File: config.mk
export PLATFORM = sky130hd
export DESIGN_NAME = pvc_rot_cell
export DESIGN_NICKNAME = d
export VERILOG_FILES = /design/src/sv/polar_voltage_correction_assert.svh /design/src/sv/pvc_pkg.sv /design/src/sv/pvc_rot_cell.sv
export SDC_FILE = /design/constraint.sdc
export NUM_CORES = 1
export LEC_CHECK = 0
export ABC_AREA = 1
export BUFFER_PORTS_ARGS = -buffer_cell sky130_fd_sc_hd__buf_4
export CAP_MARGIN = 20
export CELL_PAD_IN_SITES_DETAIL_PLACEMENT = 2
export CELL_PAD_IN_SITES_GLOBAL_PLACEMENT = 2
export CORE_AREA = 8 8 221 223
export CTS_CLUSTER_SIZE = 12
export DETAILED_ROUTE_END_ITERATION = 10
export DIE_AREA = 0 0 229 231
export PLACE_DENSITY_LB_ADDON = 0.1
export SLEW_MARGIN = 10
export SYNTH_ARGS = -nofsm -noshare
export SYNTH_HDL_FRONTEND = slang
export SYNTH_SLANG_ARGS = --single-unit
File: constraint.sdc
create_clock -name clk -period 5.68 [get_ports clk]
set_clock_uncertainty 0.2 [all_clocks]
set_input_delay 1.136 -clock clk [delete_from_list [all_inputs] [get_ports clk]]
set_output_delay 1.136 -clock clk [all_outputs]
set_load 0.02 [all_outputs]
File: src/sv/polar_voltage_correction_assert.svh
// Assertion macros for the polar voltage update block.
`ifndef POLAR_VOLTAGE_CORRECTION_ASSERT_SVH
`define POLAR_VOLTAGE_CORRECTION_ASSERT_SVH

// Same-cycle implication, checked out of reset.
`define PVC_ASSERT_NOW(lbl, clk_s, rst_s, ante, cons) \
  lbl: assert property (@(posedge clk_s) disable iff (rst_s) (ante) |-> (cons)) \
    else $error("polar_voltage_correction: same-cycle check failed");

// Next-cycle implication, checked out of reset.
`define PVC_ASSERT_NEXT(lbl, clk_s, rst_s, ante, cons) \
  lbl: assert property (@(posedge clk_s) disable iff (rst_s) (ante) |=> (cons)) \
    else $error("polar_voltage_correction: next-cycle check failed");

`endif

File: src/sv/pvc_pkg.sv
`timescale 1ns / 1ps

package pvc_pkg;

  // Datapath widths: CORDIC x/y with growth headroom, angles with headroom for sums
  localparam int XY_W  = 36;
  localparam int ANG_W = 35;
  localparam int MAG_W = 33;

  // Bus class codes
  localparam logic [1:0] KIND_SLACK = 2'd0;
  localparam logic [1:0] KIND_PV    = 2'd1;
  localparam logic [1:0] KIND_PQ    = 2'd2;

  // Angle constants, Q4.28 radians
  localparam logic signed [ANG_W-1:0] PI_Q      = (ANG_W)'(843314857);
  localparam logic signed [ANG_W-1:0] HALF_PI_Q = (ANG_W)'(421657428);
  localparam logic signed [ANG_W-1:0] TWO_PI_Q  = (ANG_W)'(1686629713);

  // CORDIC gain compensation, Q0.32
  localparam logic [31:0] GAIN_INV = 32'h9B74EDA8;

  typedef struct packed {
    logic [1:0]         kind;
    logic signed [31:0] volt_real;
    logic signed [31:0] volt_imag;
    logic signed [31:0] angle_delta;
    logic signed [31:0] magnitude_delta;
    logic               end_of_sweep;
  } bus_t;

  typedef struct packed {
    logic signed [31:0] new_real;
    logic signed [31:0] new_imag;
    logic               currents_stale;
  } upd_t;

  // Vector state handed from cell to cell
  typedef struct packed {
    logic signed [XY_W-1:0]  x;
    logic signed [XY_W-1:0]  y;
    logic signed [ANG_W-1:0] z;
  } cordic_t;

  // Per-item values that ride along the chain
  typedef struct packed {
    logic [1:0]         kind;
    logic signed [31:0] angle_delta;
    logic signed [31:0] magnitude_delta;
    logic               end_of_sweep;
    logic               nonzero;
  } side_t;

  // atan(2^-idx) in Q4.28, rounded; series in Q60, evaluated at elaboration
  function automatic logic [31:0] atan_q28(input int unsigned idx);
    logic [63:0]  acc;
    logic [63:0]  num;
    logic [63:0]  den;
    logic [63:0]  rem;
    logic [63:0]  quo;
    logic [63:0]  rnd;
    logic [31:0]  res;
    int unsigned  k;
    int unsigned  e;
    int           j;
    acc = '0;
    if (idx == 0) begin
      res = 32'd210828714;
    end else begin
      for (k = 0; k < 31; k++) begin
        e = idx * (2 * k + 1);
        if (e <= 60) begin
          num = 64'd1 << (60 - e);
          den = 64'(2 * k + 1);
          rem = '0;
          quo = '0;
          // restoring long division
          for (j = 63; j >= 0; j--) begin
            rem = {rem[62:0], num[j]};
            if (rem >= den) begin
              rem    = rem - den;
              quo[j] = 1'b1;
            end
          end
          if (k[0] == 1'b0) begin
            acc = acc + quo;
          end else begin
            acc = acc - quo;
          end
        end
      end
      rnd = acc + 64'h0000_0000_8000_0000;
      res = rnd[63:32];
    end
    return res;
  endfunction

endpackage

File: src/sv/pvc_rot_cell.sv
`timescale 1ns / 1ps

// One rotation micro-rotation: turns the vector by the remaining angle in z
module pvc_rot_cell #(
  parameter int STAGE = 0
) (
  input  logic             clk,
  input  logic             rst,
  input  logic             adv,
  input  logic             up_valid,
  input  pvc_pkg::cordic_t up_data,
  input  pvc_pkg::side_t   up_side,
  output logic             dn_valid,
  output pvc_pkg::cordic_t dn_data,
  output pvc_pkg::side_t   dn_side
);

  localparam logic signed [pvc_pkg::ANG_W-1:0] ATAN =
    (pvc_pkg::ANG_W)'(pvc_pkg::atan_q28(STAGE));

  logic signed [pvc_pkg::XY_W-1:0] xs;
  logic signed [pvc_pkg::XY_W-1:0] ys;
  pvc_pkg::cordic_t                nxt;

  // micro-rotation, direction set by the sign of z
  always_comb begin
    xs = up_data.x >>> STAGE;
    ys = up_data.y >>> STAGE;
    if (!up_data.z[pvc_pkg::ANG_W-1]) begin
      nxt.x = up_data.x - ys;
      nxt.y = up_data.y + xs;
      nxt.z = up_data.z - ATAN;
    end else begin
      nxt.x = up_data.x + ys;
      nxt.y = up_data.y - xs;
      nxt.z = up_data.z + ATAN;
    end
  end

  always_ff @(posedge clk) begin
    if (rst) begin
      dn_valid <= 1'b0;
    end else if (adv) begin
      dn_valid <= up_valid;
    end
  end

  always_ff @(posedge clk) begin
    if (adv) begin
      dn_data <= nxt;
      dn_side <= up_side;
    end
  end

endmodule

**Word level (Yosys, flattened, before mapping)**

Cells that the tools add are included.

- Register bits after elaboration: 176
- Output and inout bits: 176

- Add/subtract/negate cells: 5
- Multiplexer cells: 1

Operators with widths:

| kind | number |
|---|---|
| two-way mux 107 bit | 1 |
| subtractor 36 bit | 2 |
| adder 36 bit | 1 |
| adder 35 x 29 -> 35 bit, second input constant | 1 |
| subtractor 35 x 29 -> 35 bit, second input constant | 1 |

**Longest topological paths before layout**

- Word-level depth: 2
- Gate-level depth with buffers: 17
- Depth with buffers taken out: 17

**Least setup slack after synthesis**

Ideal clock, no wire load.

- Path type: input to register
- Start: in up_data[34] (netlist name)
- End: reg dn_data[23] (netlist name) (data pin)
- Arrival time: 3.470 ns
- Path slack: 1.758 ns
- Stages: 14
- Cell sequence: clkbuf_1 > inv_2 > clkbuf_1 > ha_1 > a21oi_1 > o21ai_2 > a21boi_0 > o21bai_2 > nand2_1 > nand2_1 > nand2_1 > nand2_1 > nand2_1 > nand2_1

RTL lines:

| item | RTL line | source |
|---|---|---|
| from (decl) | pvc_rot_cell.sv:11 | `input pvc_pkg::cordic_t up_data,` |
| to (signal assigned) | pvc_rot_cell.sv:50 | `dn_data <= nxt;` |
| to (decl) | pvc_rot_cell.sv:14 | `output pvc_pkg::cordic_t dn_data,` |

==> run summary <==
status: completed
hold path startpoint: dn_valid$_SDFFE_PP0P_
clk sinks: 175
Crit path largest cell delay: 0.58 ns
FF-to-FF Start: dn_valid$_SDFFE_PP0P_
largest cells by area after synthesis: edfxtp_1 (35%), nand2_1 (14%), ha_1 (12%), inv_1 (6.7%), a21oi_1 (5.8%)
minimum clock period: 3.80 ns
Max Slew Vio Count: 0
Pre-antenna DRT Iters: 4
final setup fails: 0
Inserted Diodes: 0
TritonCTS clock tree: done
Fmax: 263 MHz
vias in the first global route: 17,200
vias per cell: 5.20
Pleak: 8.95 nW
Least-Margin Pin Slew: 0.890 ns
Ports: 355
WP buf/inv: 2
Ys Warns: 0
GR Overflow Total: 0
highest-count cells in the layout ignoring fill and taps: nand2_1 (542), buf_4 (355), inv_1 (265)
share of layout cells above drive strength 1: 17.6%
initial core utilization: 32.8%
CP Capture Type: flip-flop
CP required: 5.73 ns
Max IR drop VDD: 0.218 mV
H-tree depth: 4
global-route wire length before repair: 105,000 µm
root buffer cell: clkbuf_16
Area Growth Syn to Fin: 25.4%
Clock Pin Slew Worst Setup and Hold Paths: 0.07 ns
flop and latch count out of synthesis: 175
Seq/Total Area, Yosys: 35.5%
vias: 15,400
Hold Path Cell Cnt: 2
CP startpoint kind: primary input
slowest cell on the critical path: o21ai_0
die height: 231 µm
CP Class: primary input to flip-flop
CTS resizes: 0
fin nets: 2,665
routability cong.: 0.913
Syn Nets: 2,336
IO Port Bufs: 354
Synth cell types: 46
Fin. Hold Viols: 0
FF-to-FF path depth: 2
pwr/cell area: 253 nW/µm²
Syn Area/Cell: 7.33 µm²
total CTS buffers: 17
commonest non-fill, non-tap cell in the layout: nand2_1
initial antenna violation count: 1
post-synthesis cell count: 2,016
mean routed wirelength per cell: 23.7 µm
worst skew pair latency: 0.48 ns
RSZ-0062 raised after global routing: false
Global Route Usage Sum: 26.1%
Slew headroom: 40.7%
die area: 52,900 µm²
number of max-cap violations: 0
critical-path cell list: buf_4, inv_2, ha_1, nand2_1, o21ai_2, a21oi_1, o21ai_0, nand3_1, nand3_1, nand2_1
cell taking the most area after synthesis: edfxtp_1
Total Wirelength: 70,200 µm
Crit path max-delay family: compound AO/OA/AOI/OAI gates
Die Wd: 229 µm
Site Rows: 78
Final ANT Viol Nets: 0
hold endpoint: dn_valid$_SDFFE_PP0P_
core footprint: 45,100 µm²
WP data arrival: 3.85 ns
post-layout util: 41.1%
final setup TNS: 0 ns
post-CTS setup buffer count: 0
Hold Buf Count CTS: 0
initial DRC count: 809
largest net degree at the start of global routing: 126
Longest Clk Path Bufs: 2
worst hold path class: flip-flop to flip-flop
dpl hpwl: 60,100 µm
share of the synthesized area in the top cell type: 35.4%
Worst Path Max Fanout: 40
Tcrit/Tclk final: 66.9%
reg2reg setup slack: 4.89 ns
r2r endpoint: dn_valid$_SDFFE_PP0P_
Post-Syn Area: 14,800 µm²
drt drc: 0
worst max path at each step:
stage | startpoint | endpoint | slack (ns) | cells after the start
3_3_place_gp | up_data[43] | dn_data[89]$_DFFE_PP_ | 1.58 | 14
3_5_place_dp | up_data[34] | dn_data[33]$_DFFE_PP_ | 1.40 | 10
4_1_cts | up_data[34] | dn_data[34]$_DFFE_PP_ | 1.89 | 12
2_1_floorplan | up_data[34] | dn_data[23]$_DFFE_PP_ | 1.76 | 14
6_report | up_data[34] | dn_data[33]$_DFFE_PP_ | 1.88 | 10
5_1_grt | up_data[34] | dn_data[31]$_DFFE_PP_ | 1.74 | 13
sequential cells by signal (all words and copies together) (netlist names):
signal,cells
dn_side,68
dn_valid,1
dn_data,106
cell usage after synthesis (all sizes together):
master / n
a21boi: 8
a21o: 16
a21oi: 172
a31o: 1
a31oi: 5
and2: 4
and3: 1
buf: 36
clkbuf: 11
dfxtp: 1
edfxtp: 174
fa: 4
ha: 137
inv: 271
mux2i: 1
nand2: 545
nand3: 169
nand4: 17
nor2: 192
nor3: 29
nor4: 2
o211ai: 2
o21a: 2
o21ai: 129
o21bai: 17
o221ai: 1
o22ai: 6
o31ai: 3
or2: 7
xnor2: 9
xor2: 44
kinds of logic after synthesis:
| group | share of synthesized area (%) |
|---|---|
| compound gates | 13.3 |
| simple gates | 27.1 |
| mux | 0.0677 |
| buf+inv | 8.81 |
| fa+ha+maj | 12.1 |
| xor+xnor | 3.14 |
| flops | 35.5 |
worst reg2reg max path, cell delays in order (launching register included):
cell     delay (ns)
dfxtp_1        0.31
mux2i_1        0.12
nor2_1         0.05
power breakdown:
group	internal (mW)	switching, mW
clock network	0.592	0.639
logic	0.601	1.19
registers	1.62	0.0597
total	2.81	1.88
cell type report:
| class | count | area, µm² |
|---|---|---|
| Fill cell | 5362 | 26600 |
| Multi-Input combinational cell | 1523 | 8230 |
| Sequential cell | 175 | 5250 |
| Timing Repair Buffer | 357 | 2700 |
| Inverter | 271 | 1020 |
| Tap cell | 600 | 751 |
| Clock buffer | 18 | 429 |
| Clock inverter | 14 | 165 |
metal layers:
metal | GRT usage (%) | wire length (µm)
met1 | 30.9 | 30300
met2 | 47.5 | 35300
met3 | 4.01 | 2490
met4 | 8.95 | 2080
met5 | 0 | 0
metrics by stage:
| step | setup WS, ns | std cells | hold WS (ns) | area, µm² | power (mW) |
|---|---|---|---|---|---|
| 2_1_floorplan | 1.76 | 2016 | 0.379 | 14800 | 2.69 |
| 3_3_place_gp | 1.58 | 2926 | 0.277 | 17900 | 3.43 |
| 3_5_place_dp | 1.40 | 2926 | 0.291 | 17900 | 3.50 |
| 4_1_cts | 1.89 | 2958 | 0.310 | 18500 | 4.75 |
| 5_1_grt | 1.74 | 2958 | 0.341 | 18500 | 4.93 |
| 6_report | 1.88 | 2958 | 0.305 | 18500 | 4.70 |
(Power assumes the default switching activity.)
