[src/sv/polar_voltage_correction_assert.svh]
// Assertion macros for the polar voltage update block.
`ifndef POLAR_VOLTAGE_CORRECTION_ASSERT_SVH
`define POLAR_VOLTAGE_CORRECTION_ASSERT_SVH

// Same-cycle implication, checked out of reset.
`define PVC_ASSERT_NOW(lbl, clk_s, rst_s, ante, cons) \
  lbl: assert property (@(posedge clk_s) disable iff (rst_s) (ante) |-> (cons)) \
    else $error("polar_voltage_correction: same-cycle check failed");

// Next-cycle implication, checked out of reset.
`define PVC_ASSERT_NEXT(lbl, clk_s, rst_s, ante, cons) \
  lbl: assert property (@(posedge clk_s) disable iff (rst_s) (ante) |=> (cons)) \
    else $error("polar_voltage_correction: next-cycle check failed");

`endif

[src/sv/pvc_pkg.sv]
`timescale 1ns / 1ps

package pvc_pkg;

  // Datapath widths: CORDIC x/y with growth headroom, angles with headroom for sums
  localparam int XY_W  = 36;
  localparam int ANG_W = 35;
  localparam int MAG_W = 33;

  // Bus class codes
  localparam logic [1:0] KIND_SLACK = 2'd0;
  localparam logic [1:0] KIND_PV    = 2'd1;
  localparam logic [1:0] KIND_PQ    = 2'd2;

  // Angle constants, Q4.28 radians
  localparam logic signed [ANG_W-1:0] PI_Q      = (ANG_W)'(843314857);
  localparam logic signed [ANG_W-1:0] HALF_PI_Q = (ANG_W)'(421657428);
  localparam logic signed [ANG_W-1:0] TWO_PI_Q  = (ANG_W)'(1686629713);

  // CORDIC gain compensation, Q0.32
  localparam logic [31:0] GAIN_INV = 32'h9B74EDA8;

  typedef struct packed {
    logic [1:0]         kind;
    logic signed [31:0] volt_real;
    logic signed [31:0] volt_imag;
    logic signed [31:0] angle_delta;
    logic signed [31:0] magnitude_delta;
    logic               end_of_sweep;
  } bus_t;

  typedef struct packed {
    logic signed [31:0] new_real;
    logic signed [31:0] new_imag;
    logic               currents_stale;
  } upd_t;

  // Vector state handed from cell to cell
  typedef struct packed {
    logic signed [XY_W-1:0]  x;
    logic signed [XY_W-1:0]  y;
    logic signed [ANG_W-1:0] z;
  } cordic_t;

  // Per-item values that ride along the chain
  typedef struct packed {
    logic [1:0]         kind;
    logic signed [31:0] angle_delta;
    logic signed [31:0] magnitude_delta;
    logic               end_of_sweep;
    logic               nonzero;
  } side_t;

  // atan(2^-idx) in Q4.28, rounded; series in Q60, evaluated at elaboration
  function automatic logic [31:0] atan_q28(input int unsigned idx);
    logic [63:0]  acc;
    logic [63:0]  num;
    logic [63:0]  den;
    logic [63:0]  rem;
    logic [63:0]  quo;
    logic [63:0]  rnd;
    logic [31:0]  res;
    int unsigned  k;
    int unsigned  e;
    int           j;
    acc = '0;
    if (idx == 0) begin
      res = 32'd210828714;
    end else begin
      for (k = 0; k < 31; k++) begin
        e = idx * (2 * k + 1);
        if (e <= 60) begin
          num = 64'd1 << (60 - e);
          den = 64'(2 * k + 1);
          rem = '0;
          quo = '0;
          // restoring long division
          for (j = 63; j >= 0; j--) begin
            rem = {rem[62:0], num[j]};
            if (rem >= den) begin
              rem    = rem - den;
              quo[j] = 1'b1;
            end
          end
          if (k[0] == 1'b0) begin
            acc = acc + quo;
          end else begin
            acc = acc - quo;
          end
        end
      end
      rnd = acc + 64'h0000_0000_8000_0000;
      res = rnd[63:32];
    end
    return res;
  endfunction

endpackage

[src/sv/pvc_vec_cell.sv]
`timescale 1ns / 1ps

// One vectoring micro-rotation: drives y toward zero, accumulates angle in z
module pvc_vec_cell #(
  parameter int STAGE = 0
) (
  input  logic             clk,
  input  logic             rst,
  input  logic             adv,
  input  logic             up_valid,
  input  pvc_pkg::cordic_t up_data,
  input  pvc_pkg::side_t   up_side,
  output logic             dn_valid,
  output pvc_pkg::cordic_t dn_data,
  output pvc_pkg::side_t   dn_side
);

  localparam logic signed [pvc_pkg::ANG_W-1:0] ATAN =
    (pvc_pkg::ANG_W)'(pvc_pkg::atan_q28(STAGE));

  logic signed [pvc_pkg::XY_W-1:0] xs;
  logic signed [pvc_pkg::XY_W-1:0] ys;
  pvc_pkg::cordic_t                nxt;

  // micro-rotation, direction set by the sign of y
  always_comb begin
    xs = up_data.x >>> STAGE;
    ys = up_data.y >>> STAGE;
    if (!up_data.y[pvc_pkg::XY_W-1]) begin
      nxt.x = up_data.x + ys;
      nxt.y = up_data.y - xs;
      nxt.z = up_data.z + ATAN;
    end else begin
      nxt.x = up_data.x - ys;
      nxt.y = up_data.y + xs;
      nxt.z = up_data.z - ATAN;
    end
  end

  always_ff @(posedge clk) begin
    if (rst) begin
      dn_valid <= 1'b0;
    end else if (adv) begin
      dn_valid <= up_valid;
    end
  end

  always_ff @(posedge clk) begin
    if (adv) begin
      dn_data <= nxt;
      dn_side <= up_side;
    end
  end

endmodule

[config.mk]
export PLATFORM = sky130hd
export DESIGN_NAME = pvc_vec_cell
export DESIGN_NICKNAME = d
export VERILOG_FILES = /design/src/sv/polar_voltage_correction_assert.svh /design/src/sv/pvc_pkg.sv /design/src/sv/pvc_vec_cell.sv
export SDC_FILE = /design/constraint.sdc
export NUM_CORES = 1
export LEC_CHECK = 0
export BUFFER_PORTS_ARGS = -buffer_cell sky130_fd_sc_hd__buf_2
export CAP_MARGIN = 20
export CORE_MARGIN = 1
export CORE_UTILIZATION = 44
export DETAILED_ROUTE_END_ITERATION = 10
export PLACE_DENSITY = 0.71
export SETUP_SLACK_MARGIN = 0.5
export SYNTH_ARGS = -nofsm -noshare
export SYNTH_HDL_FRONTEND = slang
export SYNTH_SLANG_ARGS = --single-unit
[constraint.sdc]
create_clock -name clk -period 4.5 [get_ports clk]
set_input_delay 0.9 -clock clk [delete_from_list [all_inputs] [get_ports clk]]
set_output_delay 0.9 -clock clk [all_outputs]
set_load 0.005 [all_outputs]
---- Yosys cells after proc, flatten, opt, wreduce, memory -nomap -nowiden ----
Cells that the tools add are included.
storage, ports and cells
  register bits ........................... 176
  bits of input ports ..................... 179
  output and inout bits ................... 176
  word-level logic and storage cells ...... 15
cells by class
  add/subtract/negate cells ............... 5
  muxes and demuxes ....................... 1
operator list
  operator                  count
  $mux W107                 1
  $sub A36 B36 Y36          2
  $add A36 B36 Y36          1
  $add A35 B29 Y35 const B  1
  $sub A35 B29 Y35 const B  1

---- Longest topological paths before layout ----
  word-level depth ........................ 2
  mapped depth ............................ 14
  mapped depth without buffers ............ 12

---- Least setup slack after synthesis ----
No wires, ideal clock.
  path type ............................... input port to flip-flop
  start ................................... in up_data[70] (netlist name)
  end ..................................... reg dn_data[31] (netlist name), data pin
  setup time .............................. 0.259 ns
  arrival time ............................ 3.866 ns
  data required time ...................... 4.241 ns
  slack ................................... 0.375 ns
  cell stages on the path ................. 13
  path buffers ............................ 2
  cell sequence ........................... clkinv_1 > clkbuf_1 > clkbuf_1 > ha_1 > a21oi_1 > o21ai_0 > a211oi_1 > a21oi_1 > o21ai_0 > o21ai_0 > o31ai_1 > o21ai_0 > xnor2_1
RTL lines
  item                    line                text
  start: declaration      pvc_vec_cell.sv:11  input pvc_pkg::cordic_t up_data,
  end signal: assignment  pvc_vec_cell.sv:50  dn_data <= nxt;
  end: declaration        pvc_vec_cell.sv:14  output pvc_pkg::cordic_t dn_data,

==> results.py <==
metrics = {
    "routing": {
        "routed-via-count": 12272,
        "uppermost_metal_layer_occupied_by_signal_nets": "met5",
        "avgRoutedWirePerCell_um": 20.3,
        "antenna_left": 0,
        "routedLengthMet1_um": 18000,
        "drt_first_pass_iters": 6,
        "detailroute.wirelength.met2_um": 21300,
        "drt-vias-per-instance": 5.72,
        "drtIter0Drc": 1161,
        "post-route-drc-count": 0,
        "postRouteWirelength_um": 43600,
        "wl_met3_um": 2830,
    },
    "power": {
        "p_per_area_mw_per_mm2": 332,
        "power.static_leakage_nw": 7.24,
        "vdd.ir_drop.worst_mv": 0.256,
    },
    "floorplan": {
        "floorplan.rows": 63,
        "coreArea_mm2": 0.0297,
        "die_h_um": 176,
        "io_count": 355,
        "die_w_um": 176,
        "die_area_mm2": 0.0309,
        "initial_core_util": 0.447,
    },
    "global_routing": {
        "overflow_after_grt": 0,
        "maximum_number_of_pins_on_one_net_before_global_route_repair": 85,
        "first_pass_grt_wire_length_um": 65600,
        "first_global_vias": 11841,
        "grt_antenna_before_repair": 4,
        "groute.usage.overall": 0.277,
    },
    "critical_path": {
        "path_cells": "buf_2 > inv_1 > ha_1 > nor3b_1 > o311ai_1 > o211ai_1 > o21ai_1 > a211oi_2 > o41ai_2 > o31ai_1 > nor3_1 > xor2_1",
        "worst-setup-path-type": "in2reg",
        "cp.buffers_inverters": 2,
        "critical_path.startpoint_type": "primary input",
        "critical_path.top_delay_family": "compound AO/OA/AOI/OAI gates",
        "worst-endpoint-arrival_ps": 3880,
        "register_to_register_setup_slack_ps": 3890,
        "worstPathRequired_ps": 4680,
        "timing.critical_path.slowest_cell_delay_ps": 590,
        "critical_path.max_fanout": 15,
        "crit_slowest_cell": "ha_1",
        "worstSetupEndpointType": "flip-flop",
    },
    "yosys": {
        "async_flop_share": 0,
        "mapped_area_mm2": 0.0133,
        "ys_ff_latch": 175,
        "synth_fp_nets": 1724,
        "synth_seq_area_share": 0.394,
        "synth_ff_type": "edfxtp_1",
        "ys_types": 75,
        "ys.warnings.count": 0,
        "synthesis.area_per_instance_um2": 9.50,
        "netlist_instances": 1400,
        "synth_edf_count": 174,
    },
    "clock_tree": {
        "cts_post_setup_buffers_inserted": 0,
        "tritoncts_num_sinks": 175,
        "numCtsBuffers": 17,
        "clk_pin_slew_worst_setup_hold_paths_ps": 80,
        "cts.path.max_buffers": 2,
        "cts_root_buf": "clkbuf_16",
        "h_tree_levels": 4,
        "cts_hold_repair.buffers": 0,
        "cts_tree": "built",
        "clkLatencyLatePin_ps": 440,
        "post_cts.resized_instances": 0,
    },
    "timing": {
        "hold_violations": 0,
        "timing.final.max_slew_violations": 0,
        "rsz0062_at_grt": "false",
        "fin_setup_tns_ps": 0,
        "max_freq_ghz": 0.271,
        "timing.final.crit_share": 0.821,
        "timing.max_slew.rel_slack": 0.368,
        "period_needed_ps": 3690,
        "setup_violations": 0,
        "slew_worst_pin_ps": 949,
        "worst_clock_skew_ps": 0,
    },
    "finish": {
        "area_delta_synth_final_pct": 21.6,
        "count_of_filler_cells_inserted_in_the_layout": 2754,
        "final_layout_size_suffix_gt1_frac": 0.249,
        "num-nets-final": 2066,
        "final_design_area_no_fill_mm2": 0.0162,
    },
    "placement": {
        "detailedPlacementHpwl_um": 34500,
        "dpl-instance-area_mm2": 0.0155,
        "place.gp.congestion": 0.968,
        "portBuffers": 354,
    },
    "run": {
        "cap_violations": 0,
    },
    "outcome": {
        "status": "finished clean",
    },
    "min_path": {
        "worstHoldPathType": "reg2reg",
    },
}
==> worst min-delay path: cells and delay by family (launching register included) <==
| family | cells | cell delay (ps) |
|---|---|---|
| mux | 1 | 70 |
| flops | 1 | 330 |
| simple gates | 1 | 80 |
==> report_power, final <==
group / switching (mW) / internal (mW) / leakage [nW]
registers: 0.0577 / 2.07 / 1.71
logic: 0.984 / 0.670 / 5.23
clock network: 0.806 / 0.771 / 0.298
total: 1.85 / 3.51 / 7.24
==> cells in the mapped netlist (all sizes together) (3+ instances only) <==
cell | instances | share of area
o31ai | 9 | 0.0051
clkbuf | 39 | 0.011
nor4 | 12 | 0.0061
o21ai | 92 | 0.035
nand2 | 69 | 0.019
o21bai | 29 | 0.016
nand2b | 15 | 0.0071
a211o | 5 | 0.0033
a2111oi | 7 | 0.0046
inv | 121 | 0.034
or3 | 5 | 0.0024
a22oi | 3 | 0.0017
edfxtp | 174 | 0.39
a31oi | 10 | 0.0047
nor2 | 96 | 0.027
nand4 | 24 | 0.011
clkinv | 3 | 0.00085
nand3 | 21 | 0.0079
o21ba | 4 | 0.0030
o31a | 3 | 0.0020
nor3 | 34 | 0.013
xnor2 | 80 | 0.053
a21oi | 175 | 0.066
a211oi | 18 | 0.010
a21boi | 3 | 0.0017
o41ai | 3 | 0.0025
o221ai | 5 | 0.0033
o21a | 17 | 0.0096
or2 | 6 | 0.0028
fa | 4 | 0.0060
a21o | 49 | 0.028
mux2i | 15 | 0.011
buf | 19 | 0.0069
nor2b | 14 | 0.0066
a221oi | 4 | 0.0026
o211ai | 14 | 0.0083
o311ai | 3 | 0.0020
ha | 141 | 0.13
and3 | 6 | 0.0028
xor2 | 19 | 0.013
==> metrics by stage <==
| stage | instances | util | worst slack (ps) | hold slack, ps | power, mW |
|---|---|---|---|---|---|
| 2_1_floorplan | 1400 | - | 648 | 485 | 3.11 |
| 3_3_place_gp | 2113 | 0.523 | 333 | 499 | 3.78 |
| 3_5_place_dp | 2113 | 0.523 | 290 | 506 | 3.79 |
| 4_1_cts | 2145 | 0.544 | 764 | 525 | 5.37 |
| 5_1_grt | 2146 | 0.544 | 549 | 570 | 5.61 |
| 6_report | 2146 | 0.544 | 805 | 521 | 5.36 |
==> sequential cells by signal, summed over array words and instances (netlist names) <==
name,flops
dn_data,106
dn_side,68
dn_valid,1
==> cells by family (layout without fill, tap and decap cells) <==
logic type / count (synthesis) / in the layout / synth area share
other: 0 / 1 / 0
and+or+nand+nor: 308 / 308 / 0.110
AOI/OAI and AO/OA: 476 / 476 / 0.228
xor gates and xnor gates: 99 / 99 / 0.0652
adders and majority gates: 145 / 145 / 0.139
buffers and inverters: 182 / 537 / 0.0529
DFF: 175 / 175 / 0.394
muxes: 15 / 15 / 0.0113
==> per-layer routing <==
layer	global-route usage	vias to the layer above
met4	0.109	6
met2	0.479	561
met3	0.0463	84
met5	0	-
li1	-	5791
met1	0.342	5830
==> layout make-up <==
| class | instances | area (µm²) | area share |
|---|---|---|---|
| Sequential cell | 175 | 5250 | 0.324 |
| Inverter | 124 | 465 | 0.0288 |
| Clock inverter | 15 | 198 | 0.0122 |
| Clock buffer | 17 | 425 | 0.0263 |
| Antenna cell | 1 | 2.50 | 0.000155 |
| Timing Repair Buffer | 381 | 2000 | 0.123 |
| Tap cell | 390 | 488 | 0.0302 |
| Multi-Input combinational cell | 1043 | 7350 | 0.455 |
==> cell usage in the layout (no fill, tap or decap), types with 5 or more instances in the layout <==
master     synthesis  final
ha_1             141    141
edfxtp_1         174    174
or3_1              5      5
nor3_1            34     34
buf_2             10    352
a2111oi_0          7      7
o21ai_0           89     89
a21o_1            49     49
o221ai_1           5      5
or2_2              5      5
nor2_1            96     96
nor2b_1           14     14
nor4_1            11     11
nand2_1           69     69
o21bai_1          29     29
xnor2_1           80     80
nand4_1           24     24
nand2b_1          15     15
o211ai_1          13     13
a211oi_1          18     17
mux2i_1           15     15
a21oi_1          175    175
o31ai_1            9      9
inv_1            118    118
nand3_1           21     21
o21a_1            17     17
xor2_1            19     19
and3_1             6      6
buf_4              2     27
clkbuf_16          0     17
a211o_1            5      5
a31oi_1           10     10
==> worst paths after layout <==
| path | startpoint | to | depth (start not counted) |
|---|---|---|---|
| max reg2reg | dn_valid$_SDFFE_PP0P_ | dn_valid$_SDFFE_PP0P_ | 2 |
| max | up_data[43] | dn_data[103]$_DFFE_PP_ | 12 |
| min reg2reg | dn_valid$_SDFFE_PP0P_ | dn_valid$_SDFFE_PP0P_ | 2 |
| min | dn_valid$_SDFFE_PP0P_ | dn_valid$_SDFFE_PP0P_ | 2 |
Note: power is estimated with default switching activity, not from simulation.
