==> src/sv/polar_voltage_correction_assert.svh <==
// Assertion macros for the polar voltage update block.
`ifndef POLAR_VOLTAGE_CORRECTION_ASSERT_SVH
`define POLAR_VOLTAGE_CORRECTION_ASSERT_SVH

// Same-cycle implication, checked out of reset.
`define PVC_ASSERT_NOW(lbl, clk_s, rst_s, ante, cons) \
  lbl: assert property (@(posedge clk_s) disable iff (rst_s) (ante) |-> (cons)) \
    else $error("polar_voltage_correction: same-cycle check failed");

// Next-cycle implication, checked out of reset.
`define PVC_ASSERT_NEXT(lbl, clk_s, rst_s, ante, cons) \
  lbl: assert property (@(posedge clk_s) disable iff (rst_s) (ante) |=> (cons)) \
    else $error("polar_voltage_correction: next-cycle check failed");

`endif

==> src/sv/pvc_pkg.sv <==
`timescale 1ns / 1ps

package pvc_pkg;

  // Datapath widths: CORDIC x/y with growth headroom, angles with headroom for sums
  localparam int XY_W  = 36;
  localparam int ANG_W = 35;
  localparam int MAG_W = 33;

  // Bus class codes
  localparam logic [1:0] KIND_SLACK = 2'd0;
  localparam logic [1:0] KIND_PV    = 2'd1;
  localparam logic [1:0] KIND_PQ    = 2'd2;

  // Angle constants, Q4.28 radians
  localparam logic signed [ANG_W-1:0] PI_Q      = (ANG_W)'(843314857);
  localparam logic signed [ANG_W-1:0] HALF_PI_Q = (ANG_W)'(421657428);
  localparam logic signed [ANG_W-1:0] TWO_PI_Q  = (ANG_W)'(1686629713);

  // CORDIC gain compensation, Q0.32
  localparam logic [31:0] GAIN_INV = 32'h9B74EDA8;

  typedef struct packed {
    logic [1:0]         kind;
    logic signed [31:0] volt_real;
    logic signed [31:0] volt_imag;
    logic signed [31:0] angle_delta;
    logic signed [31:0] magnitude_delta;
    logic               end_of_sweep;
  } bus_t;

  typedef struct packed {
    logic signed [31:0] new_real;
    logic signed [31:0] new_imag;
    logic               currents_stale;
  } upd_t;

  // Vector state handed from cell to cell
  typedef struct packed {
    logic signed [XY_W-1:0]  x;
    logic signed [XY_W-1:0]  y;
    logic signed [ANG_W-1:0] z;
  } cordic_t;

  // Per-item values that ride along the chain
  typedef struct packed {
    logic [1:0]         kind;
    logic signed [31:0] angle_delta;
    logic signed [31:0] magnitude_delta;
    logic               end_of_sweep;
    logic               nonzero;
  } side_t;

  // atan(2^-idx) in Q4.28, rounded; series in Q60, evaluated at elaboration
  function automatic logic [31:0] atan_q28(input int unsigned idx);
    logic [63:0]  acc;
    logic [63:0]  num;
    logic [63:0]  den;
    logic [63:0]  rem;
    logic [63:0]  quo;
    logic [63:0]  rnd;
    logic [31:0]  res;
    int unsigned  k;
    int unsigned  e;
    int           j;
    acc = '0;
    if (idx == 0) begin
      res = 32'd210828714;
    end else begin
      for (k = 0; k < 31; k++) begin
        e = idx * (2 * k + 1);
        if (e <= 60) begin
          num = 64'd1 << (60 - e);
          den = 64'(2 * k + 1);
          rem = '0;
          quo = '0;
          // restoring long division
          for (j = 63; j >= 0; j--) begin
            rem = {rem[62:0], num[j]};
            if (rem >= den) begin
              rem    = rem - den;
              quo[j] = 1'b1;
            end
          end
          if (k[0] == 1'b0) begin
            acc = acc + quo;
          end else begin
            acc = acc - quo;
          end
        end
      end
      rnd = acc + 64'h0000_0000_8000_0000;
      res = rnd[63:32];
    end
    return res;
  endfunction

endpackage

==> src/sv/pvc_polar_adjust.sv <==
`timescale 1ns / 1ps

// Six-stage block between the two CORDIC chains:
// gain scale, Newton corrections, angle wrap, quadrant fold, rescale.
module pvc_polar_adjust (
  input  logic             clk,
  input  logic             rst,
  input  logic             adv,
  input  logic             up_valid,
  input  pvc_pkg::cordic_t up_data,
  input  pvc_pkg::side_t   up_side,
  output logic             dn_valid,
  output pvc_pkg::cordic_t dn_data,
  output pvc_pkg::side_t   dn_side
);

  localparam int AW   = pvc_pkg::ANG_W;
  localparam int MW   = pvc_pkg::MAG_W;
  localparam int XU_W = 34;  // vectoring x is nonnegative and below 2^33

  // one step of whole-turn reduction toward [-pi, pi)
  function automatic logic signed [AW-1:0] wrap_step(input logic signed [AW-1:0] a);
    logic signed [AW-1:0] r;
    if (a >= pvc_pkg::PI_Q) begin
      r = a - pvc_pkg::TWO_PI_Q;
    end else if (a < -pvc_pkg::PI_Q) begin
      r = a + pvc_pkg::TWO_PI_Q;
    end else begin
      r = a;
    end
    return r;
  endfunction

  logic           vld [1:5];
  pvc_pkg::side_t sd  [1:5];

  // stage payload registers
  logic [XU_W+31:0]       prod1;
  logic signed [AW-1:0]   ang1;
  logic signed [MW-1:0]   mag2;
  logic signed [AW-1:0]   ang2;
  logic signed [MW-1:0]   mag3;
  logic signed [AW-1:0]   ang3;
  logic [MW-1:0]          abs4;
  logic                   neg4;
  logic signed [AW-1:0]   ang4;
  logic [MW+31:0]         prod5;
  logic                   neg5;
  logic signed [AW-1:0]   z5;

  // combinational next values
  logic [XU_W-1:0]        xu;
  logic signed [AW-1:0]   z_in;
  logic signed [AW-1:0]   da_in;
  logic [XU_W+31:0]       prod1_next;
  logic signed [AW-1:0]   ang1_next;
  logic [XU_W+31:0]       rnd2;
  logic signed [MW:0]     sum3;
  logic signed [MW-1:0]   mag3_next;
  logic signed [MW-1:0]   neg_mag;
  logic [MW+31:0]         prod5_next;
  logic signed [AW-1:0]   z5_next;
  logic                   flip5;
  logic [MW+31:0]         rnd6;
  logic signed [pvc_pkg::XY_W-1:0] px6;
  pvc_pkg::cordic_t       out6_next;

  // stage 1: gain product, angle plus correction
  always_comb begin
    xu    = up_side.nonzero ? up_data.x[XU_W-1:0] : '0;
    z_in  = up_side.nonzero ? up_data.z : '0;
    da_in = (up_side.kind == pvc_pkg::KIND_PV || up_side.kind == pvc_pkg::KIND_PQ) ?
            (AW)'(up_side.angle_delta) : '0;
    prod1_next = xu * pvc_pkg::GAIN_INV;
    ang1_next  = z_in + da_in;
  end

  // stage 3: magnitude correction for PQ, saturated to 33 bits
  always_comb begin
    rnd2 = prod1 + (XU_W + 32)'(32'h8000_0000);
    sum3 = (MW + 1)'(mag2) + (MW + 1)'(sd[2].magnitude_delta);
    if (sd[2].kind != pvc_pkg::KIND_PQ) begin
      mag3_next = mag2;
    end else if (sum3[MW] != sum3[MW-1]) begin
      mag3_next = sum3[MW] ? {1'b1, {(MW-1){1'b0}}} : {1'b0, {(MW-1){1'b1}}};
    end else begin
      mag3_next = sum3[MW-1:0];
    end
    neg_mag = -mag3;
  end

  // stage 5: scale magnitude, fold angle into [-pi/2, pi/2]
  always_comb begin
    prod5_next = abs4 * pvc_pkg::GAIN_INV;
    if (ang4 > pvc_pkg::HALF_PI_Q) begin
      z5_next = ang4 - pvc_pkg::PI_Q;
      flip5   = 1'b1;
    end else if (ang4 < -pvc_pkg::HALF_PI_Q) begin
      z5_next = ang4 + pvc_pkg::PI_Q;
      flip5   = 1'b1;
    end else begin
      z5_next = ang4;
      flip5   = 1'b0;
    end
  end

  // stage 6: round, apply sign, start vector on the real axis
  always_comb begin
    rnd6        = prod5 + (MW + 32)'(32'h8000_0000);
    px6         = (pvc_pkg::XY_W)'({1'b0, rnd6[MW+31:32]});
    out6_next.x = neg5 ? -px6 : px6;
    out6_next.y = '0;
    out6_next.z = z5;
  end

  // valid chain
  always_ff @(posedge clk) begin
    if (rst) begin
      for (int i = 1; i <= 5; i++) begin
        vld[i] <= 1'b0;
      end
      dn_valid <= 1'b0;
    end else if (adv) begin
      vld[1]   <= up_valid;
      for (int i = 2; i <= 5; i++) begin
        vld[i] <= vld[i-1];
      end
      dn_valid <= vld[5];
    end
  end

  // payload chain
  always_ff @(posedge clk) begin
    if (adv) begin
      sd[1] <= up_side;
      for (int i = 2; i <= 5; i++) begin
        sd[i] <= sd[i-1];
      end
      dn_side <= sd[5];
      prod1   <= prod1_next;
      ang1    <= ang1_next;
      mag2    <= $signed({1'b0, rnd2[63:32]});
      ang2    <= wrap_step(ang1);
      mag3    <= mag3_next;
      ang3    <= wrap_step(ang2);
      abs4    <= mag3[MW-1] ? $unsigned(neg_mag) : $unsigned(mag3);
      neg4    <= mag3[MW-1];
      ang4    <= wrap_step(ang3);
      prod5   <= prod5_next;
      neg5    <= neg4 ^ flip5;
      z5      <= z5_next;
      dn_data <= out6_next;
    end
  end

endmodule

==> config.mk <==
export PLATFORM = sky130hd
export DESIGN_NAME = pvc_polar_adjust
export DESIGN_NICKNAME = d
export VERILOG_FILES = /design/src/sv/polar_voltage_correction_assert.svh /design/src/sv/pvc_pkg.sv /design/src/sv/pvc_polar_adjust.sv
export SDC_FILE = /design/constraint.sdc
export NUM_CORES = 2
export LEC_CHECK = 0
export CAP_MARGIN = 20
export CELL_PAD_IN_SITES_DETAIL_PLACEMENT = 1
export CELL_PAD_IN_SITES_GLOBAL_PLACEMENT = 2
export CORE_ASPECT_RATIO = 0.5
export CORE_MARGIN = 1
export CORE_UTILIZATION = 30
export DETAILED_ROUTE_END_ITERATION = 12
export DONT_BUFFER_PORTS = 1
export GPL_TIMING_DRIVEN = 1
export PLACE_DENSITY_LB_ADDON = 0.1
export SLEW_MARGIN = 20
export SYNTH_ARGS = -nofsm -noshare
export SYNTH_HDL_FRONTEND = slang
export SYNTH_SLANG_ARGS = --single-unit
==> constraint.sdc <==
create_clock -name clk -period 10.65 [get_ports clk]
set_clock_uncertainty 0.2 [all_clocks]
set_input_delay 2.13 -clock clk [delete_from_list [all_inputs] [get_ports clk]]
set_output_delay 2.13 -clock clk [all_outputs]
set_load 0.02 [all_outputs]
# [Word level (Yosys, flattened, before mapping)]
# Memory sizes are Yosys's and may differ from the RTL's. A register that Yosys moved wholly into a read port is not among the register bits.
# Cells that the tools add are included.
[word_totals] register_bits=469 mem_bits_rw=345 input_bits=179 out_inout_bits=176 word_cells=83 memories=2
[op_classes] add_sub_neg=14 multipliers=2 n_lt_le_gt_ge=8 eq_ne=4 n_mux=29 bitwise=6 reduce_logical=1
[mem_list] name="sd" words=5 word_bits=68 rd=5 rd_ports_with_merged_regs=1 wr=5 line="pvc_polar_adjust.sv:35" rtl="pvc_pkg::side_t sd [1:5];"
[mem_list] name="vld" words=5 word_bits=1 rd=5 rd_ports_with_merged_regs=1 wr=5 line="pvc_polar_adjust.sv:34" rtl="logic vld [1:5];"
[ops] op="$mux W35" count=10
[ops] op="$add A35 B32 Y35 const B" count=3
[ops] op="$ge A35 B31 Y1 const B" count=3
[ops] op="$lt A35 B31 Y1 const B" count=3
[ops] op="$sub A35 B32 Y35 const B" count=3
[ops] op="$mux W33" count=3
[ops] op="$add A65 B32 Y65 const B" count=1
[ops] op="$add A64 B32 Y64 const B" count=1
[ops] op="$mux W32" count=2
[ops] op="$mul A33 B29 Y62 const B" count=1
[ops] op="$mul A34 B29 Y61 const B" count=1
[ops] op="$neg A33 Y36" count=1
[ops] op="$add A35 B31 Y35 const B" count=1
[ops] op="$add A35 B35 Y35" count=1
[ops] op="$gt A35 B30 Y1 const B" count=1
[ops] op="$lt A35 B30 Y1 const B" count=1
[ops] op="$sub A35 B31 Y35 const B" count=1
[ops] op="$add A33 B32 Y34" count=1
[ops] op="$mux W34" count=1
[ops] op="$neg A33 Y33" count=1
[ops] op="$mux W1" count=13
[ops] op="$or A1 B1 Y1" count=5
[ops] op="$eq A2 B1 Y1 const B" count=1
[ops] op="$eq A2 B2 Y1 const B" count=1
[ops] op="other kinds (4)" count=4

# [Longest topological paths before layout]
# An unclocked memory read counts as a cell.
[depth] word_depth=5 ltp_mapped=31 mapped_depth_nobuf=29

# [Worst setup path before layout]
# Ideal clock, no wire load.
[synth_path] path_type="input port to flip-flop" start="input up_side[0] (netlist bit)" end="register prod1[40] (data pin)" setup_ns=0.260 arrival_ns=9.841 required_time_ns=10.190 path_slack_ns=0.350 stages=27 n_path_buf=3 cell_sequence="clkbuf_1 -> clkbuf_1 -> clkbuf_1 -> nand2_1 -> inv_1 -> ha_1 -> fa_1 -> inv_1 -> fa_1 -> fa_1 -> inv_1 -> fa_1 -> fa_1 -> fa_1 -> inv_1 -> fa_1 -> inv_1 -> ha_1 -> a21o_1 -> a21o_1 -> a21o_1 -> or4b_2 -> o21ai_0 -> o21ai_0 -> a21o_1 -> a221o_1 -> xor2_1"
[synth_between] elab_chain_len=2
[synth_rtl] item="start, declared" line="pvc_polar_adjust.sv:11" rtl="input pvc_pkg::side_t up_side,"
[synth_rtl] item="$mux W34" line="pvc_polar_adjust.sv:70" rtl="xu = up_side.nonzero ? up_data.x[XU_W-1:0] : '0;"
[synth_rtl] item="$mul A34 B29 Y61" line="pvc_polar_adjust.sv:74" rtl="prod1_next = xu * pvc_pkg::GAIN_INV;"
[synth_rtl] item="net prod1_next[40]" line="pvc_polar_adjust.sv:55" rtl="logic [XU_W+31:0] prod1_next;"
[synth_rtl] item="end signal, assigned" line="pvc_polar_adjust.sv:140" rtl="prod1 <= prod1_next;"
[synth_rtl] item="end, declared" line="pvc_polar_adjust.sv:38" rtl="logic [XU_W+31:0] prod1;"
# The timed path passes the listed nets, and every way through them passes these cells.
# A chain may end at the register's enable or synchronous reset.

# [Worst setup path after layout]
[layout_path] start="input up_side[0] (netlist bit)" end="register prod1[44] (data pin)"
# The elaborated chain is that of the path after synthesis.

==> reports/results.tsv <==
stage	metric	value	unit
routing	wl on met1	104	mm
routing	DRT iter0 DRCs	2488	
clocking	CTS Buf Count	91	
grt	Total GRT Usage	17.3	%
die	die width	710	um
synth	asr flop ratio synth	0	%
timing	fin crit share	89.7	%
clocking	Root Buffer	clkbuf_16	
timing	pin slew with the least headroom to its limit	1.03	ns
die	starting density of the core	30.3	%
die	core area	0.248	mm^2
routing	total iterations of the first detailed-routing run	4	
clocking	# H-tree levels	3	
critical_path	WP data required	10.89	ns
timing	min Tclk post-route	9.56	ns
synth	Post-synth EDFFs	826	
place	HPWL Detailed	185	mm
critical_path	Max FO, Critical Path	96	
final_layout	nets	8557	
routing	via density per instance	4.61	
timing	setup violators final	0	
synth	Synth area leaders	edfxtp_1 (33%), fa_1 (25%), ha_1 (13%)	
final_layout	area of the multi-input gates	0.0442	mm^2
timing	FMAX	105	MHz
routing	via count	46300	
timing	Hold Vio Cnt, Final	0	
synth	Post-Syn Area per Cell	11.4	um^2
final_layout	layout cells sized above 1	4.55	%
routing	routed len/inst	21.8	um
synth	top cells by count, synth	inv_1 (1468), fa_1 (953), edfxtp_1 (826)	
routing	# DRC	0	
final_layout	Area Overhead vs Synth	9.72	%
critical_path	RR Startpoint	abs4[12]	
routing	WL met3	4.34	mm
clocking	CTS Hold Bufs	0	
clocking	TritonCTS clock tree	done	
timing	Worst slew margin	31.6	%
die	die area	0.253	mm^2
min_path	HP Class	reg -> reg	
final_layout	Reg area	0.0248	mm^2
critical_path	critical path class	in -> reg	
clocking	Post-CTS Resized	0	
synth	Mapped Area	0.0753	mm^2
final_layout	Fillers	27100	
critical_path	Startpoint Class	input pin	
clocking	post-CTS setup buffer count	0	
routing	total wire length	219	mm
timing	RSZ-0062 raised after global routing	no	
die	number of core rows	129	
clocking	Clock Path Buffers	3	
place	port bufs	0	
clocking	clk_lat worst skew	0.71	ns
synth	top cell type by total area after synthesis	edfxtp_1	
run	Max-cap violations	0	
outcome	outcome	complete, no violations	
critical_path	worst setup path start	up_side[0]	
die	Ports	355	
synth	Synth cell types	110	
min_path	Hold Startpoint	sd[3][13]	
grt	Overflow after GRT	0	
grt	first-pass GRT wire length	332	mm
synth	count leader, synth	inv_1	
synth	sequential fraction of the synthesis area	33.0	%
grt	number of global-route vias before repair	51900	
synth	synthesized instance count	6617	
synth	Synth top area share	32.9	%
clocking	Clock transition at path regs	0.06	ns
synth	flops & latches, synth	827	
timing	Setup TNS	0	ns
routing	antenna-violating nets left	0	
place	gpl congestion	0.861	
routing	Met2 Wirelength	108	mm
routing	Top Metal Used	met4	
timing	final-report max-slew violation count	0	
grt	largest net degree at the start of global routing	825	
critical_path	critical path data arrival time	9.79	ns
synth	Primary FF master, synth	edfxtp_1	
synth	yosys warns	0	
clocking	clk sinks	827	
die	die outline height	356	um
critical_path	crit end category	flop	
grt	initial antenna violation count	15	
==> path summary, 6_finish.rpt <==
| path | slack [ns] | cells past startpoint | endpoint |
|---|---|---|---|
| setup / recovery | 1.09 | 26 | prod1[44] |
| hold / removal | 0.20 | 0 | sd[4][13] |
| setup reg to reg | 1.23 | 23 | prod5[63] |
| hold reg to reg | 0.20 | 0 | sd[4][13] |
==> layer usage <==
metal / GRT usage, % / up-vias
met3: 1.49 / 165
met1: 23.8 / 23900
met5: 0 / -
met4: 2.88 / 0
li1: - / 21800
met2: 30.1 / 465
==> through the flow <==
| step | std cells | setup WS (ns) | utilization, % | hold slack, ns | instance area, um^2 |
|---|---|---|---|---|---|
| 4_1_cts | 10000 | 0.931 | 33.2 | 0.212 | 82400 |
| 3_3_place_gp | 9876 | 0.407 | 31.9 | 0.200 | 79300 |
| 6_report | 10100 | 1.09 | 33.3 | 0.205 | 82600 |
| 2_1_floorplan | 6652 | 0.350 | - | 0.200 | 75400 |
| 3_5_place_dp | 9876 | 0.323 | 31.9 | 0.205 | 79300 |
| 5_1_grt | 10100 | 0.723 | 33.3 | 0.218 | 82600 |
==> critical path, stage by stage <==
cell and delay [ns]:
nand2_1 0.09, inv_1 0.46, ha_1 0.43, fa_1 0.57, inv_1 0.05, fa_1 0.46, fa_1 0.51, inv_1 0.05
fa_1 0.48, fa_1 0.53, fa_1 0.55, inv_1 0.05, fa_1 0.51, inv_1 0.04, ha_1 0.35, a21o_1 0.20
a21o_1 0.17, a21o_1 0.19, or4b_2 0.67, o211ai_1 0.26, a21o_1 0.22, a21boi_0 0.15, o21ai_0 0.17, nor2b_1 0.24
o21ba_2 0.16, xnor2_1 0.06
==> registers in the layout, summed over array words and instances, names as in the netlist, 35 cells and up <==
name and flops:
dn_side 68, sd 340, ang1 35, z5 35, ang3 35, ang4 35
ang2 35, dn_data 71
==> cell usage in the layout (no fill, tap or decap), drive strengths merged, types with 28 or more instances in the layout <==
cell / count
a211oi: 45
a21o: 113
a21oi: 240
a31oi: 57
and2: 105
and3: 47
buf: 86
clkbuf: 109
clkinv: 33
conb: 36
edfxtp: 826
fa: 953
ha: 790
inv: 1473
nand2: 277
nand2b: 40
nand3: 84
nand4: 35
nor2: 213
nor2b: 39
nor3: 71
o21a: 36
o21ai: 181
o21bai: 28
o31ai: 31
or3: 33
xnor2: 257
xor2: 154
==> logic make-up after synthesis <==
logic type,share of synthesized area [%]
DFF,33.0
and+or+nand+nor,7.02
adders and majority gates,38.5
muxes,0.193
xor gates and xnor gates,4.78
other,0.00498
buffers and inverters,8.56
AOI/OAI and AO/OA,7.99
==> layout make-up <==
cell class	count	share of cell area [%]
Multi-Input combinational cell	4161	53.5
Clock buffer	109	2.88
Sequential cell	827	30.1
Clock inverter	56	0.898
Antenna cell	3	0.00909
Timing Repair Buffer	86	0.927
Inverter	1468	6.67
Tap cell	3340	5.06
Power is left out: the tool's default activity adds up to more than one toggle a clock period on the data nets, which glitch-free logic cannot reach.
